## src/rtl/skl_pkg.sv

```systemverilog
`timescale 1ns / 1ps
`default_nettype none
// ----------------------------------------------------------------------------
// skl_pkg: shared types and constants
// FNV-1a constants, field widths, register indexes and the command and
// status bundles between controller and datapath.
// ----------------------------------------------------------------------------
package skl_pkg;

	localparam int SEQ_W   = 32;
	localparam int HASH_W  = 32;
	localparam int LEVEL_W = 6;
	localparam int RATIO_W = 8;
	localparam int CNT_W   = 4;

	localparam logic [HASH_W-1:0]  FNV_BASIS = 32'h811C_9DC5;
	localparam logic [HASH_W-1:0]  FNV_PRIME = 32'h0100_0193;
	localparam logic [7:0]         BYTE_MASK = 8'hFF;

	localparam logic [LEVEL_W-1:0] LIMIT_RESET = 6'd12;
	localparam logic [RATIO_W-1:0] RATIO_RESET = 8'd4;
	localparam logic [RATIO_W-1:0] RATIO_MIN   = 8'd2;

	localparam logic CFG_IDX_LIMIT = 1'b0;
	localparam logic CFG_IDX_RATIO = 1'b1;

	localparam logic [CNT_W-1:0] CNT_HASH_LAST = 4'd3;
	localparam logic [CNT_W-1:0] CNT_DIV_LAST  = 4'd15;

	typedef struct packed {
		logic load;
		logic hash_step;
		logic div_load;
		logic div_step;
		logic level_up;
		logic out_load;
	} skl_cmd_t;

	typedef struct packed {
		logic cfg_bad;
		logic below_limit;
		logic rem_zero;
	} skl_sts_t;

endpackage
`default_nettype wire

```

## src/rtl/skiplist_height_from_hash_core.sv

```systemverilog
`timescale 1ns / 1ps
`default_nettype none
// ----------------------------------------------------------------------------
// skiplist_height_from_hash_core: skip list level from a sequence number
// Sequence: load, hash rounds, then per level a limit check and a radix-4
//   divider pass; a bad configuration goes straight to the result.
// Flow: one item at a time; a new sequence number is taken only after the
//   previous result has been handed to the output register.
// Reset: arst_n clears the controller and output valid; limit 12, ratio 4.
// ----------------------------------------------------------------------------
module skiplist_height_from_hash_core import skl_pkg::*; (
	input  wire logic               clk,
	input  wire logic               arst_n,
	input  wire logic               in_valid,
	output logic                    in_ready,
	input  wire logic [SEQ_W-1:0]   sequence_number,
	output logic                    out_valid,
	input  wire logic               out_ready,
	output logic [LEVEL_W-1:0]      node_level,
	output logic                    config_error,
	input  wire logic               cfg_valid,
	output logic                    cfg_ready,
	input  wire logic               cfg_index,
	input  wire logic [RATIO_W-1:0] cfg_data
);

	logic [LEVEL_W-1:0] height_limit_q;
	logic [RATIO_W-1:0] branch_ratio_q;
	skl_cmd_t           cmd;
	skl_sts_t           sts;

	assign cfg_ready = 1'b1;

	always_ff @(posedge clk or negedge arst_n) begin
		if (!arst_n) begin
			height_limit_q <= LIMIT_RESET;
			branch_ratio_q <= RATIO_RESET;
		end else if (cfg_valid) begin
			if (cfg_index == CFG_IDX_LIMIT) begin
				height_limit_q <= cfg_data[LEVEL_W-1:0];
			end
			if (cfg_index == CFG_IDX_RATIO) begin
				branch_ratio_q <= cfg_data;
			end
		end
	end

	skl_ctrl u_ctrl (
		.clk       (clk),
		.arst_n    (arst_n),
		.in_valid  (in_valid),
		.in_ready  (in_ready),
		.out_valid (out_valid),
		.out_ready (out_ready),
		.sts       (sts),
		.cmd       (cmd)
	);

	skl_dp u_dp (
		.clk             (clk),
		.cmd             (cmd),
		.sequence_number (sequence_number),
		.height_limit    (height_limit_q),
		.branch_ratio    (branch_ratio_q),
		.sts             (sts),
		.node_level      (node_level),
		.config_error    (config_error)
	);

	a_err_level_zero: assert property (@(posedge clk) disable iff (!arst_n)
		out_valid && config_error |-> node_level == '0)
		else $error("error result carries a nonzero level");

	a_ok_level_nonzero: assert property (@(posedge clk) disable iff (!arst_n)
		out_valid && !config_error |-> node_level != '0)
		else $error("valid result has level zero");

	a_busy_after_accept: assert property (@(posedge clk) disable iff (!arst_n)
		in_valid && in_ready |=> !in_ready)
		else $error("input accepted twice in a row");

endmodule
`default_nettype wire

```

## src/rtl/skl_ctrl.sv

```systemverilog
`timescale 1ns / 1ps
`default_nettype none
// ----------------------------------------------------------------------------
// skl_ctrl: sequencing controller
// Steps the datapath through four hash rounds, then one radix-4 division
// pass per level, and hands the result to the output register.
// ----------------------------------------------------------------------------
module skl_ctrl import skl_pkg::*; (
	input  wire logic     clk,
	input  wire logic     arst_n,
	input  wire logic     in_valid,
	output logic          in_ready,
	output logic          out_valid,
	input  wire logic     out_ready,
	input  wire skl_sts_t sts,
	output skl_cmd_t      cmd
);

	localparam logic [2:0] S_IDLE  = 3'd0;
	localparam logic [2:0] S_HASH  = 3'd1;
	localparam logic [2:0] S_CHECK = 3'd2;
	localparam logic [2:0] S_DIV   = 3'd3;
	localparam logic [2:0] S_STEP  = 3'd4;
	localparam logic [2:0] S_DONE  = 3'd5;

	logic [2:0]       state_q, state_d;
	logic [CNT_W-1:0] cnt_q, cnt_d;
	logic             out_valid_q, out_valid_d;
	logic             out_free;

	assign in_ready  = (state_q == S_IDLE);
	assign out_valid = out_valid_q;
	assign out_free  = !out_valid_q || out_ready;

	always_comb begin
		state_d     = state_q;
		cnt_d       = cnt_q;
		out_valid_d = out_valid_q && !out_ready;
		cmd         = '0;
		case (state_q)
			S_IDLE: begin
				if (in_valid) begin
					cmd.load = 1'b1;
					cnt_d    = '0;
					state_d  = sts.cfg_bad ? S_DONE : S_HASH;
				end
			end
			S_HASH: begin
				cmd.hash_step = 1'b1;
				cnt_d         = cnt_q + 4'd1;
				if (cnt_q == CNT_HASH_LAST) begin
					state_d = S_CHECK;
				end
			end
			S_CHECK: begin
				cnt_d = '0;
				if (sts.below_limit) begin
					cmd.div_load = 1'b1;
					state_d      = S_DIV;
				end else begin
					state_d = S_DONE;
				end
			end
			S_DIV: begin
				cmd.div_step = 1'b1;
				cnt_d        = cnt_q + 4'd1;
				if (cnt_q == CNT_DIV_LAST) begin
					state_d = S_STEP;
				end
			end
			S_STEP: begin
				if (sts.rem_zero) begin
					cmd.level_up = 1'b1;
					state_d      = S_CHECK;
				end else begin
					state_d = S_DONE;
				end
			end
			S_DONE: begin
				if (out_free) begin
					cmd.out_load = 1'b1;
					out_valid_d  = 1'b1;
					state_d      = S_IDLE;
				end
			end
			default: begin
				state_d = S_IDLE;
			end
		endcase
	end

	always_ff @(posedge clk or negedge arst_n) begin
		if (!arst_n) begin
			state_q     <= S_IDLE;
			cnt_q       <= '0;
			out_valid_q <= 1'b0;
		end else begin
			state_q     <= state_d;
			cnt_q       <= cnt_d;
			out_valid_q <= out_valid_d;
		end
	end

endmodule
`default_nettype wire

```

## src/rtl/skl_dp.sv

```systemverilog
`timescale 1ns / 1ps
`default_nettype none
// ----------------------------------------------------------------------------
// skl_dp: hash and division datapath
// FNV-1a round unit (one byte a cycle), two-bit-per-cycle restoring divider,
// level counter and the output register.
// ----------------------------------------------------------------------------
module skl_dp import skl_pkg::*; (
	input  wire logic               clk,
	input  wire skl_cmd_t           cmd,
	input  wire logic [SEQ_W-1:0]   sequence_number,
	input  wire logic [LEVEL_W-1:0] height_limit,
	input  wire logic [RATIO_W-1:0] branch_ratio,
	output skl_sts_t                sts,
	output logic [LEVEL_W-1:0]      node_level,
	output logic                    config_error
);

	logic [SEQ_W-1:0]   seq_q;
	logic [HASH_W-1:0]  acc_q;
	logic [HASH_W-1:0]  quo_q;
	logic [RATIO_W-1:0] rem_q;
	logic [LEVEL_W-1:0] level_q;
	logic               err_q;
	logic [LEVEL_W-1:0] out_level_q;
	logic               out_err_q;

	logic [HASH_W-1:0]   mix;
	logic [HASH_W-1:0]   prod;
	logic [RATIO_W:0]    st1, st2;

	function automatic logic [RATIO_W:0] div_bit(input logic [RATIO_W-1:0] r,
		input logic b, input logic [RATIO_W-1:0] d);
		logic [RATIO_W:0] t;
		logic [RATIO_W:0] diff;
		t    = {r, b};
		diff = t - {1'b0, d};
		if (t >= {1'b0, d}) begin
			div_bit = {diff[RATIO_W-1:0], 1'b1};
		end else begin
			div_bit = {r[RATIO_W-2:0], b, 1'b0};
		end
	endfunction

	assign mix  = acc_q ^ {24'd0, seq_q[7:0] & BYTE_MASK};
	assign prod = mix * FNV_PRIME;
	assign st1  = div_bit(rem_q, quo_q[HASH_W-1], branch_ratio);
	assign st2  = div_bit(st1[RATIO_W:1], quo_q[HASH_W-2], branch_ratio);

	assign sts.cfg_bad     = (height_limit == '0) || (branch_ratio < RATIO_MIN);
	assign sts.below_limit = (level_q < height_limit);
	assign sts.rem_zero    = (rem_q == '0);

	always_ff @(posedge clk) begin
		if (cmd.load) begin
			seq_q   <= sequence_number;
			acc_q   <= FNV_BASIS;
			err_q   <= sts.cfg_bad;
			level_q <= sts.cfg_bad ? 6'd0 : 6'd1;
		end
		if (cmd.hash_step) begin
			acc_q <= prod;
			seq_q <= {8'd0, seq_q[SEQ_W-1:8]};
		end
		if (cmd.div_load) begin
			quo_q <= acc_q;
			rem_q <= '0;
		end
		if (cmd.div_step) begin
			quo_q <= {quo_q[HASH_W-3:0], st1[0], st2[0]};
			rem_q <= st2[RATIO_W:1];
		end
		if (cmd.level_up) begin
			acc_q   <= quo_q;
			level_q <= level_q + 6'd1;
		end
		if (cmd.out_load) begin
			out_level_q <= level_q;
			out_err_q   <= err_q;
		end
	end

	assign node_level   = out_level_q;
	assign config_error = out_err_q;

endmodule
`default_nettype wire

```

## config.mk

```make
export PLATFORM = sky130hd
export DESIGN_NAME = skiplist_height_from_hash_core
export DESIGN_NICKNAME = d
export VERILOG_FILES = /design/src/rtl/skl_pkg.sv /design/src/rtl/skiplist_height_from_hash_core.sv /design/src/rtl/skl_ctrl.sv /design/src/rtl/skl_dp.sv
export SDC_FILE = /design/constraint.sdc
export NUM_CORES = 1
export LEC_CHECK = 0
export BUFFER_PORTS_ARGS = -buffer_cell sky130_fd_sc_hd__buf_2
export CELL_PAD_IN_SITES_DETAIL_PLACEMENT = 0
export CELL_PAD_IN_SITES_GLOBAL_PLACEMENT = 1
export CORE_AREA = 2 2 180 182
export CTS_BUF_LIST = sky130_fd_sc_hd__clkbuf_4 sky130_fd_sc_hd__clkbuf_8
export CTS_CLUSTER_DIAMETER = 40
export CTS_CLUSTER_SIZE = 24
export DETAILED_ROUTE_END_ITERATION = 10
export DIE_AREA = 0 0 182 184
export PLACE_DENSITY = 0.75
export SYNTH_ARGS = -nofsm -noshare
export SYNTH_HDL_FRONTEND = slang
export SYNTH_SLANG_ARGS = --single-unit
```

## constraint.sdc

```tcl
create_clock -name clk -period 7.2 [get_ports clk]
set_input_delay 1.8 -clock clk [delete_from_list [all_inputs] [get_ports clk]]
set_output_delay 1.8 -clock clk [all_outputs]
set_load 0.1 [all_outputs]
```

After elaboration in Yosys (flattened, before gate mapping):

Index checks and enable logic that the tools add are counted.

* flip-flop bits (word level): 140
* input bits: 46
* word-level logic and storage cells: 90

* add/subtract/negate cells: 4
* multiply operators: 1
* magnitude comparators: 4
* equal/unequal tests: 11
* muxes and demuxes: 36
* bitwise operators: 2
* reductions and logical operators: 18

Operators by type and width (count)
* $mux 32: 5
* $mux 24: 2
* $mul 32x25->32 const B: 1
* $xor 32x8->32: 1
* $mux 3: 7
* $ge 9x8->1: 2
* $mux 9: 2
* $pmux 3 s6: 1
* $mux 8: 2
* $sub 8x8->8: 2
* $mux 1: 13
* $mux 6: 2
* $pmux 4 s3: 1
* $logic_not 8->1: 1
* $lt 8x2->1 const B: 1
* $add 6x1->6 const B: 1
* $eq 3x2->1 const B: 2
* $eq 3x3->1 const B: 2
* $logic_not 6->1: 1
* $lt 6x6->1: 1
* $ne 2x1->1 const B: 3
* $reduce_and 2->1: 3
* $reduce_bool 2->1: 3
* $reduce_bool 3->1: 2
* 13 further kinds: 15

Depth between registers and ports, before layout:

Gate-level depths: netlist of the first run.

* word-level depth: 5
* mapped depth: 21

Hierarchy:

A second synthesis of the first run with hierarchy kept.

* cells, all modules: 1160
* area, all modules: 12582.1 µm²

Modules (own cells, without submodules)
* skl_dp: times used 1, cells each 1066, area each 11451.0 µm²
* skiplist_height_from_hash_core: times used 1, cells each 33, area each 576.8 µm²
* skl_ctrl: times used 1, cells each 61, area each 554.3 µm²

Worst setup path before layout of the first run:

No wires, ideal clock.

* path kind: flip-flop to flip-flop
* start point: reg u_dp.seq_q[4]
* end point: reg u_dp.acc_q[23] (data pin)
* arrival: 5072 ps
* required time: 6933 ps
* slack: 1860 ps
* cell stages (with the launch flop): 20
* path buffers: 0
* path through: edfxtp_1 > xor2_1 > ha_1 > ha_1 > fa_1 > ha_1 > fa_1 > ha_1 > inv_1 > fa_1 > inv_1 > ha_1 > a21oi_1 > nand2_1 > a221oi_1 > nand2_1 > a311o_1 > a21oi_1 > xor2_1 > o21ai_0

* word-level cells in the longest chain between the ends: 4

Ends and longest elaborated chain
* start, declared: line skl_dp.sv:19 `logic [SEQ_W-1:0] seq_q;`
* start signal, assigned: line skl_dp.sv:56 `seq_q <= sequence_number;`
* start signal, assigned: line skl_dp.sv:63 `seq_q <= {8'd0, seq_q[SEQ_W-1:8]};`
* $xor 32x8->32: line skl_dp.sv:45 `assign mix = acc_q ^ {24'd0, seq_q[7:0] & BYTE_MASK};`
* $mul 32x25->32: line skl_dp.sv:46 `assign prod = mix * FNV_PRIME;`
* $mux 32: line skl_dp.sv:61 `if (cmd.hash_step) begin`
* $mux 32: line skl_dp.sv:73 `if (cmd.level_up) begin`
* end signal, assigned: line skl_dp.sv:62 `acc_q <= prod;`
* end signal, assigned: line skl_dp.sv:74 `acc_q <= quo_q;`
* end, declared: line skl_dp.sv:20 `logic [HASH_W-1:0] acc_q;`

No other way between the ends.
A chain may end at the register's enable or synchronous reset.

Final worst setup path of the first run:

Ends and elaborated chain as after synthesis.

==> impl_metrics.csv, run 1 <==
group,metric,value,unit
grt,groute.usage.overall,17.5,%
timing,hold_violations,0,
synth,yosys_most_used_dff,"edfxtp_1",
timing,finClkSkew,27.2,ps
final_layout,mostFrequentLayoutCells,"inv_1 (213), ha_1 (208), nand2_1 (147)",
clock_network,clockBufferDepth,2,
clock_network,cts_tree,"done",
timing,tns,0,ps
clock_network,cts_sinks,140,
final_layout,drive_gt1_share,12.4,%
timing,drv_slew,0,
clock_network,htreeDepth,4,
clock_network,cts_buffers,17,
final_layout,final_common_cell,"inv_1",
synth,synth.net_count,1544,
placement,placement.io_buffers,54,
drt,antenna_left,0,
clock_network,post-cts-setup-buffers,0,
grt,grt_max_degree,52,
timing,fin_crit_sh,82.5,%
synth,ys_seq_elements,140,
synth,ys_warn_count,0,
timing,period_needed,5940,ps
placement,dp_hpwl,21300,um
drt,dr.pass1.iters,5,
drt,drt_iter0_markers,401,
die,rows,65,
clock_network,clk_pin_slew,90,ps
timing,rsz0062_at_grt,"false",
worst_setup_path,critPathKind,"reg -> reg",
timing,slew_headroom,29.5,%
synth,avgSynthCellArea,10.3,um^2
die,die_h,184,um
final_layout,syn_to_final_growth,8.98,%
drt,via_per_inst,5.05,
grt,grt_pass1_wl,45700,um
grt,grt_pass1_vias,8873,
synth,seq_area_frac_synth,32.1,%
clock_network,clk-insertion-delay-late,470,ps
timing,tightest_slew,1060,ps
min_path,hp-class,"reg -> reg",
die,ios,56,
drt,drt_wl_total,27800,um
synth,ys_types,70,
final_layout,diodes,0,
grt,antenna_found_initial,1,
worst_setup_path,worst_setup_path_start_kind,"flop",
placement,gp_congestion,0.810,
clock_network,root_buffer,"clkbuf_8",
die,coreArea,0.0314,mm^2
drt,num_vias,8507,
status,status,"finished, final reports clean",
clock_network,cts_hold_buf,0,
synth,synthArstFlopShare,15.7,%
die,dieArea,0.0335,mm^2
drt,drcViolationCount,0,
final_layout,fin_nets,1600,
job,cap_violations,0,
synth,syn_area,0.0125,mm^2
timing,finalSetupViolations,0,
die,fp.dieW,182,um
synth,synth-edff-count,110,
synth,postSynthCellCount,1214,
worst_setup_path,required,7400,ps
worst_setup_path,cp_data_arrival_time,6140,ps
drt,wl_per_cell,16.5,um
die,start_util,39.8,%
timing,max_freq,168,MHz
clock_network,cts-resized-gates,0,
grt,grt_overflow_total,0,
worst_setup_path,worstPathMaxFanout,6,
worst_setup_path,cp-end-kind,"flop",
cells in the mapped netlist, types with 7 or more instances:
cell      number  share of area (%)
nor2_1        44                1.3
nand2b_1       8               0.40
dfrtp_1       19                3.8
mux2i_1        9               0.72
mux2_2        45                4.1
fa_1          76                 12
ha_1         208                 21
a21o_1        18                1.1
clkbuf_1      19               0.57
o21ai_0       39                1.6
nor3_1        12               0.48
edfxtp_1     110                 26
xnor2_1       31                2.2
xor2_1        33                2.3
o211ai_1       9               0.54
nand3_1       16               0.64
a21oi_1       51                2.0
inv_1        213                6.4
dfxtp_1        8                1.3
nor2b_1        7               0.35
nand2_1      147                4.4
area by class of cell:
type / instances / area [um^2]
fillers: 3056 / 17800
multi-input cells: 834 / 7580
flip-flops and latches: 140 / 4020
inverters: 215 / 807
well taps: 402 / 503
repair buffers: 62 / 330
clock buffers: 17 / 234
clock inverters: 15 / 150
registers in the layout (all words and copies together), names as in the netlist:
register           cells
u_dp.acc_q            32
u_dp.quo_q            32
u_dp.seq_q            32
branch_ratio_q         8
u_dp.rem_q             8
height_limit_q         6
u_dp.level_q           6
u_dp.node_level        6
u_ctrl.cnt_q           4
u_ctrl.state_q         3
u_ctrl.out_valid       1
u_dp.config_error      1
u_dp.err_q             1
cell families (layout without fill, tap and decap cells):
kind of cell	Yosys count	count (layout)	share of synthesized area, %
other cells	1	1	0.0300
compound gates	168	168	8.90
buf+inv	240	309	7.36
fa+ha+maj	284	284	33.0
flops	140	140	32.1
xor+xnor	64	64	4.49
mux	54	54	4.78
simple gates	263	263	9.30
metal layers:
layer | GRT usage, % | share of wire (%)
met3 | 2.87 | 3.8
met2 | 28.9 | 46
met4 | 4.94 | 1.5
met5 | 0 | 0
met1 | 23.9 | 48
final timing paths:
kind,to,slack [ps],start,depth (start not counted)
setup / recovery,u_dp.acc_q[23],1260,u_dp.seq_q[4],19
hold / removal,u_dp.config_error,430,u_dp.err_q,0
setup reg to reg,u_dp.acc_q[23],1260,u_dp.seq_q[4],19
hold reg to reg,u_dp.config_error,430,u_dp.err_q,0
max in group asynchronous,branch_ratio_q[2],5560,arst_n,1
min in group asynchronous,u_ctrl.cnt_q[1],1260,arst_n,1
worst max-delay path, stage by stage (launching register included):
cell      delay (ps)
edfxtp_1         420
xor2_1           460
ha_1             330
ha_1             300
fa_1             480
ha_1             210
fa_1             490
ha_1             290
inv_1             50
fa_1             530
inv_1             40
ha_1             350
a21oi_1          280
nand2_1           90
a221oi_1         270
nand2_1          260
a311o_1          420
a21oi_1          180
xor2_1           150
o21ai_0           80
metrics by stage:
| step | hold WS, ps | instances | area (um^2) | util, % | worst slack (ps) |
|---|---|---|---|---|---|
| after global placement | 409 | 1653 | 13200 | 42.2 | 1260 |
| after CTS | 435 | 1685 | 13600 | 43.4 | 1190 |
| final | 432 | 1685 | 13600 | 43.4 | 1260 |
| after floorplan | 400 | 1214 | 12500 | - | 1860 |
| after global routing | 465 | 1685 | 13600 | 43.4 | 856 |
| after detailed placement | 410 | 1653 | 13200 | 42.2 | 1210 |
Power of run 1 is not shown: default switching activity piles up to over one toggle a cycle in this logic, so the estimate is an artifact.
==> run 2, diff against run 1 <==
Settings changed: PLACE_DENSITY 0.75 to 0.77.
Clock period 7.2 ns to 4.85 ns, I/O delays scaled along.
==> run 2 against run 1 <==
Effect of this change:
- the flow now finishes with violations (negative setup slack)
- critical path depth unchanged
- sequential share of layout area down 3.4 points
- worst hold slack better by 14 ps
- non-clock buffer count up 120
- largest cell class unchanged
- die area unchanged
- via count up 5.3%
- critical path type unchanged
- register-to-register slack worse by 1600 ps
- fmax up 14%
==> impl_metrics.csv, run 2 (synthesis results as in run 1) <==
group,metric,value,unit
drt,drcViolationCount,0,
grt,gr-usage-met2,29.6,%
final_layout,multi_input_area,0.00839,mm^2
grt,grt_max_degree,52,
grt,use_met3,3.07,%
die,rows,65,
final_layout,final_common_cell,"inv_1",
timing,drv_slew,0,
status,failed_checks,"negative setup slack",
clock_network,cts_tree,"done",
worst_setup_path,cp-end-kind,"flop",
final_layout,n_fill_cell,2899,
drt,via_per_inst,4.96,
die,die_h,184,um
timing,finClkSkew,21.0,ps
clock_network,cts_sinks,140,
clock_network,clk_pin_slew,90,ps
worst_setup_path,r2r_start,"u_dp.seq_q[4]",
grt,groute.usage.overall,17.8,%
worst_setup_path,rrSetupSlack,-350,ps
clock_network,clockBufferDepth,2,
worst_setup_path,critPathKind,"reg -> reg",
grt,busiest_layer,"met2",
grt,grt_overflow_total,0,
timing,finalSetupViolations,17,
final_layout,regArea,0.00402,mm^2
clock_network,cts_buffers,17,
timing,hold_violations,0,
grt,grt_pass1_vias,9254,
final_layout,drive_gt1_share,28.5,%
timing,fin_crit_sh,107,%
clock_network,cts_hold_buf,0,
placement,dp_hpwl,22700,um
final_layout,mostFrequentLayoutCells,"inv_1 (199), ha_1 (165), nand2_1 (145)",
final_layout,syn_to_final_growth,23.2,%
worst_setup_path,worst_setup_path_start_kind,"flop",
drt,wl_per_cell,16.0,um
worst_setup_path,cp_data_arrival_time,5390,ps
drt,dr.pass1.iters,5,
placement,placement.io_buffers,54,
job,cap_violations,0,
status,status,"finished with violations",
worst_setup_path,reg2reg_depth,19,
die,ios,56,
clock_network,htreeDepth,4,
worst_setup_path,startpoint,"u_dp.seq_q[4]",
timing,max_freq,192,MHz
final_layout,fin_nets,1720,
clock_network,clk-insertion-delay-late,450,ps
die,fp.dieW,182,um
timing,rsz0062_at_grt,"true",
min_path,hp-class,"reg -> reg",
drt,num_vias,8957,
worst_setup_path,required,5040,ps
drt,antenna_left,0,
grt,grtUsageMet1,24.3,%
timing,slew_headroom,33.1,%
grt,grt_pass1_wl,46900,um
clock_network,root_buffer,"clkbuf_8",
placement,gp_congestion,0.837,
drt,drt_wl_total,28900,um
final_layout,reg_top3,"u_dp.acc_q x32, u_dp.quo_q x32, u_dp.seq_q x32",
worst_setup_path,worstPathMaxFanout,5,
timing,period_needed,5200,ps
timing,fin_hold_ws,446,ps
drt,drt_iter0_markers,406,
grt,antenna_found_initial,1,
worst_setup_path,worstSetupEndpoint,"u_dp.acc_q[23]",
timing,worst_slack,-350,ps
worst_setup_path,r2r_end,"u_dp.acc_q[23]",
die,coreArea,0.0314,mm^2
timing,tightest_slew,1000,ps
die,dieArea,0.0335,mm^2
die,start_util,39.8,%
final_layout,diodes,0,
## run 2: cell count changes in the layout (fill, tap and decap cells not counted), moves of 12 or more
| cell | change |
|---|---|
| buf_4 | +111 |
| ha_1 | -43 |
| ha_4 | +32 |
| a21oi_1 | -19 |
| a21oi_2 | +16 |
| inv_1 | -14 |
| inv_2 | +14 |
| xor2_1 | -12 |
## run 2: cell type report
class	instances	area share (%)
Sequential cell	140	26.1
Tap cell	402	3.27
Clock inverter	13	1.00
Inverter	215	5.24
Multi-Input combinational cell	834	54.5
Clock buffer	19	1.66
Timing Repair Buffer	182	8.22
## run 2: metal layers
metal | vias up | wire length (um)
met5 | - | 0
met4 | 0 | 391
met3 | 25 | 940
met2 | 173 | 13500
met1 | 4297 | 14000
li1 | 4462 | -
## run 2: metrics by stage
step	util [%]	setup TNS (ps)	instances	cell area, um^2	worst slack [ps]
after floorplan	-	-340	1214	12900	-151
after detailed placement	45.8	-6940	1751	14400	-539
after CTS	48.2	-4470	1798	15100	-429
after global placement	45.8	-6190	1751	14400	-515
final	49.0	-3820	1805	15400	-350
after global routing	49.0	-7780	1805	15400	-569
## run 2: critical path, stage by stage (launching register included)
cell and delay (ps):
edfxtp_1 490, xor2_2 230, ha_1 350, ha_4 250, fa_1 440, ha_2 190
fa_1 450, ha_1 300, inv_2 40, fa_1 480, inv_2 50, ha_4 260
a21oi_4 160, nand2_2 60, a221oi_2 230, nand2_2 160, a311o_1 330, a21oi_2 150
xor2_1 220, o21ai_1 100
## run 2: how the worst min path moves through the flow
stage | startpoint | endpoint | slack [ps] | cells past startpoint
finish | u_dp.err_q | u_dp.config_error | 450 | 0
global route | u_dp.err_q | u_dp.config_error | 460 | 0
CTS | u_dp.err_q | u_dp.config_error | 450 | 0
detailed placement | u_dp.err_q | u_dp.config_error | 410 | 0
global placement | u_dp.err_q | u_dp.config_error | 400 | 0
floorplan | u_dp.err_q | u_dp.config_error | 400 | 0
## run 2: timing repair
item / in CTS / in global routing
pin swaps: 78 / 83
setup endpoints to repair: 19 / 23
gates resized for setup: 49 / 46
gates cloned: 0 / 0
buffers inserted: 15 / 10
Power of run 2 is left out for the same reason.
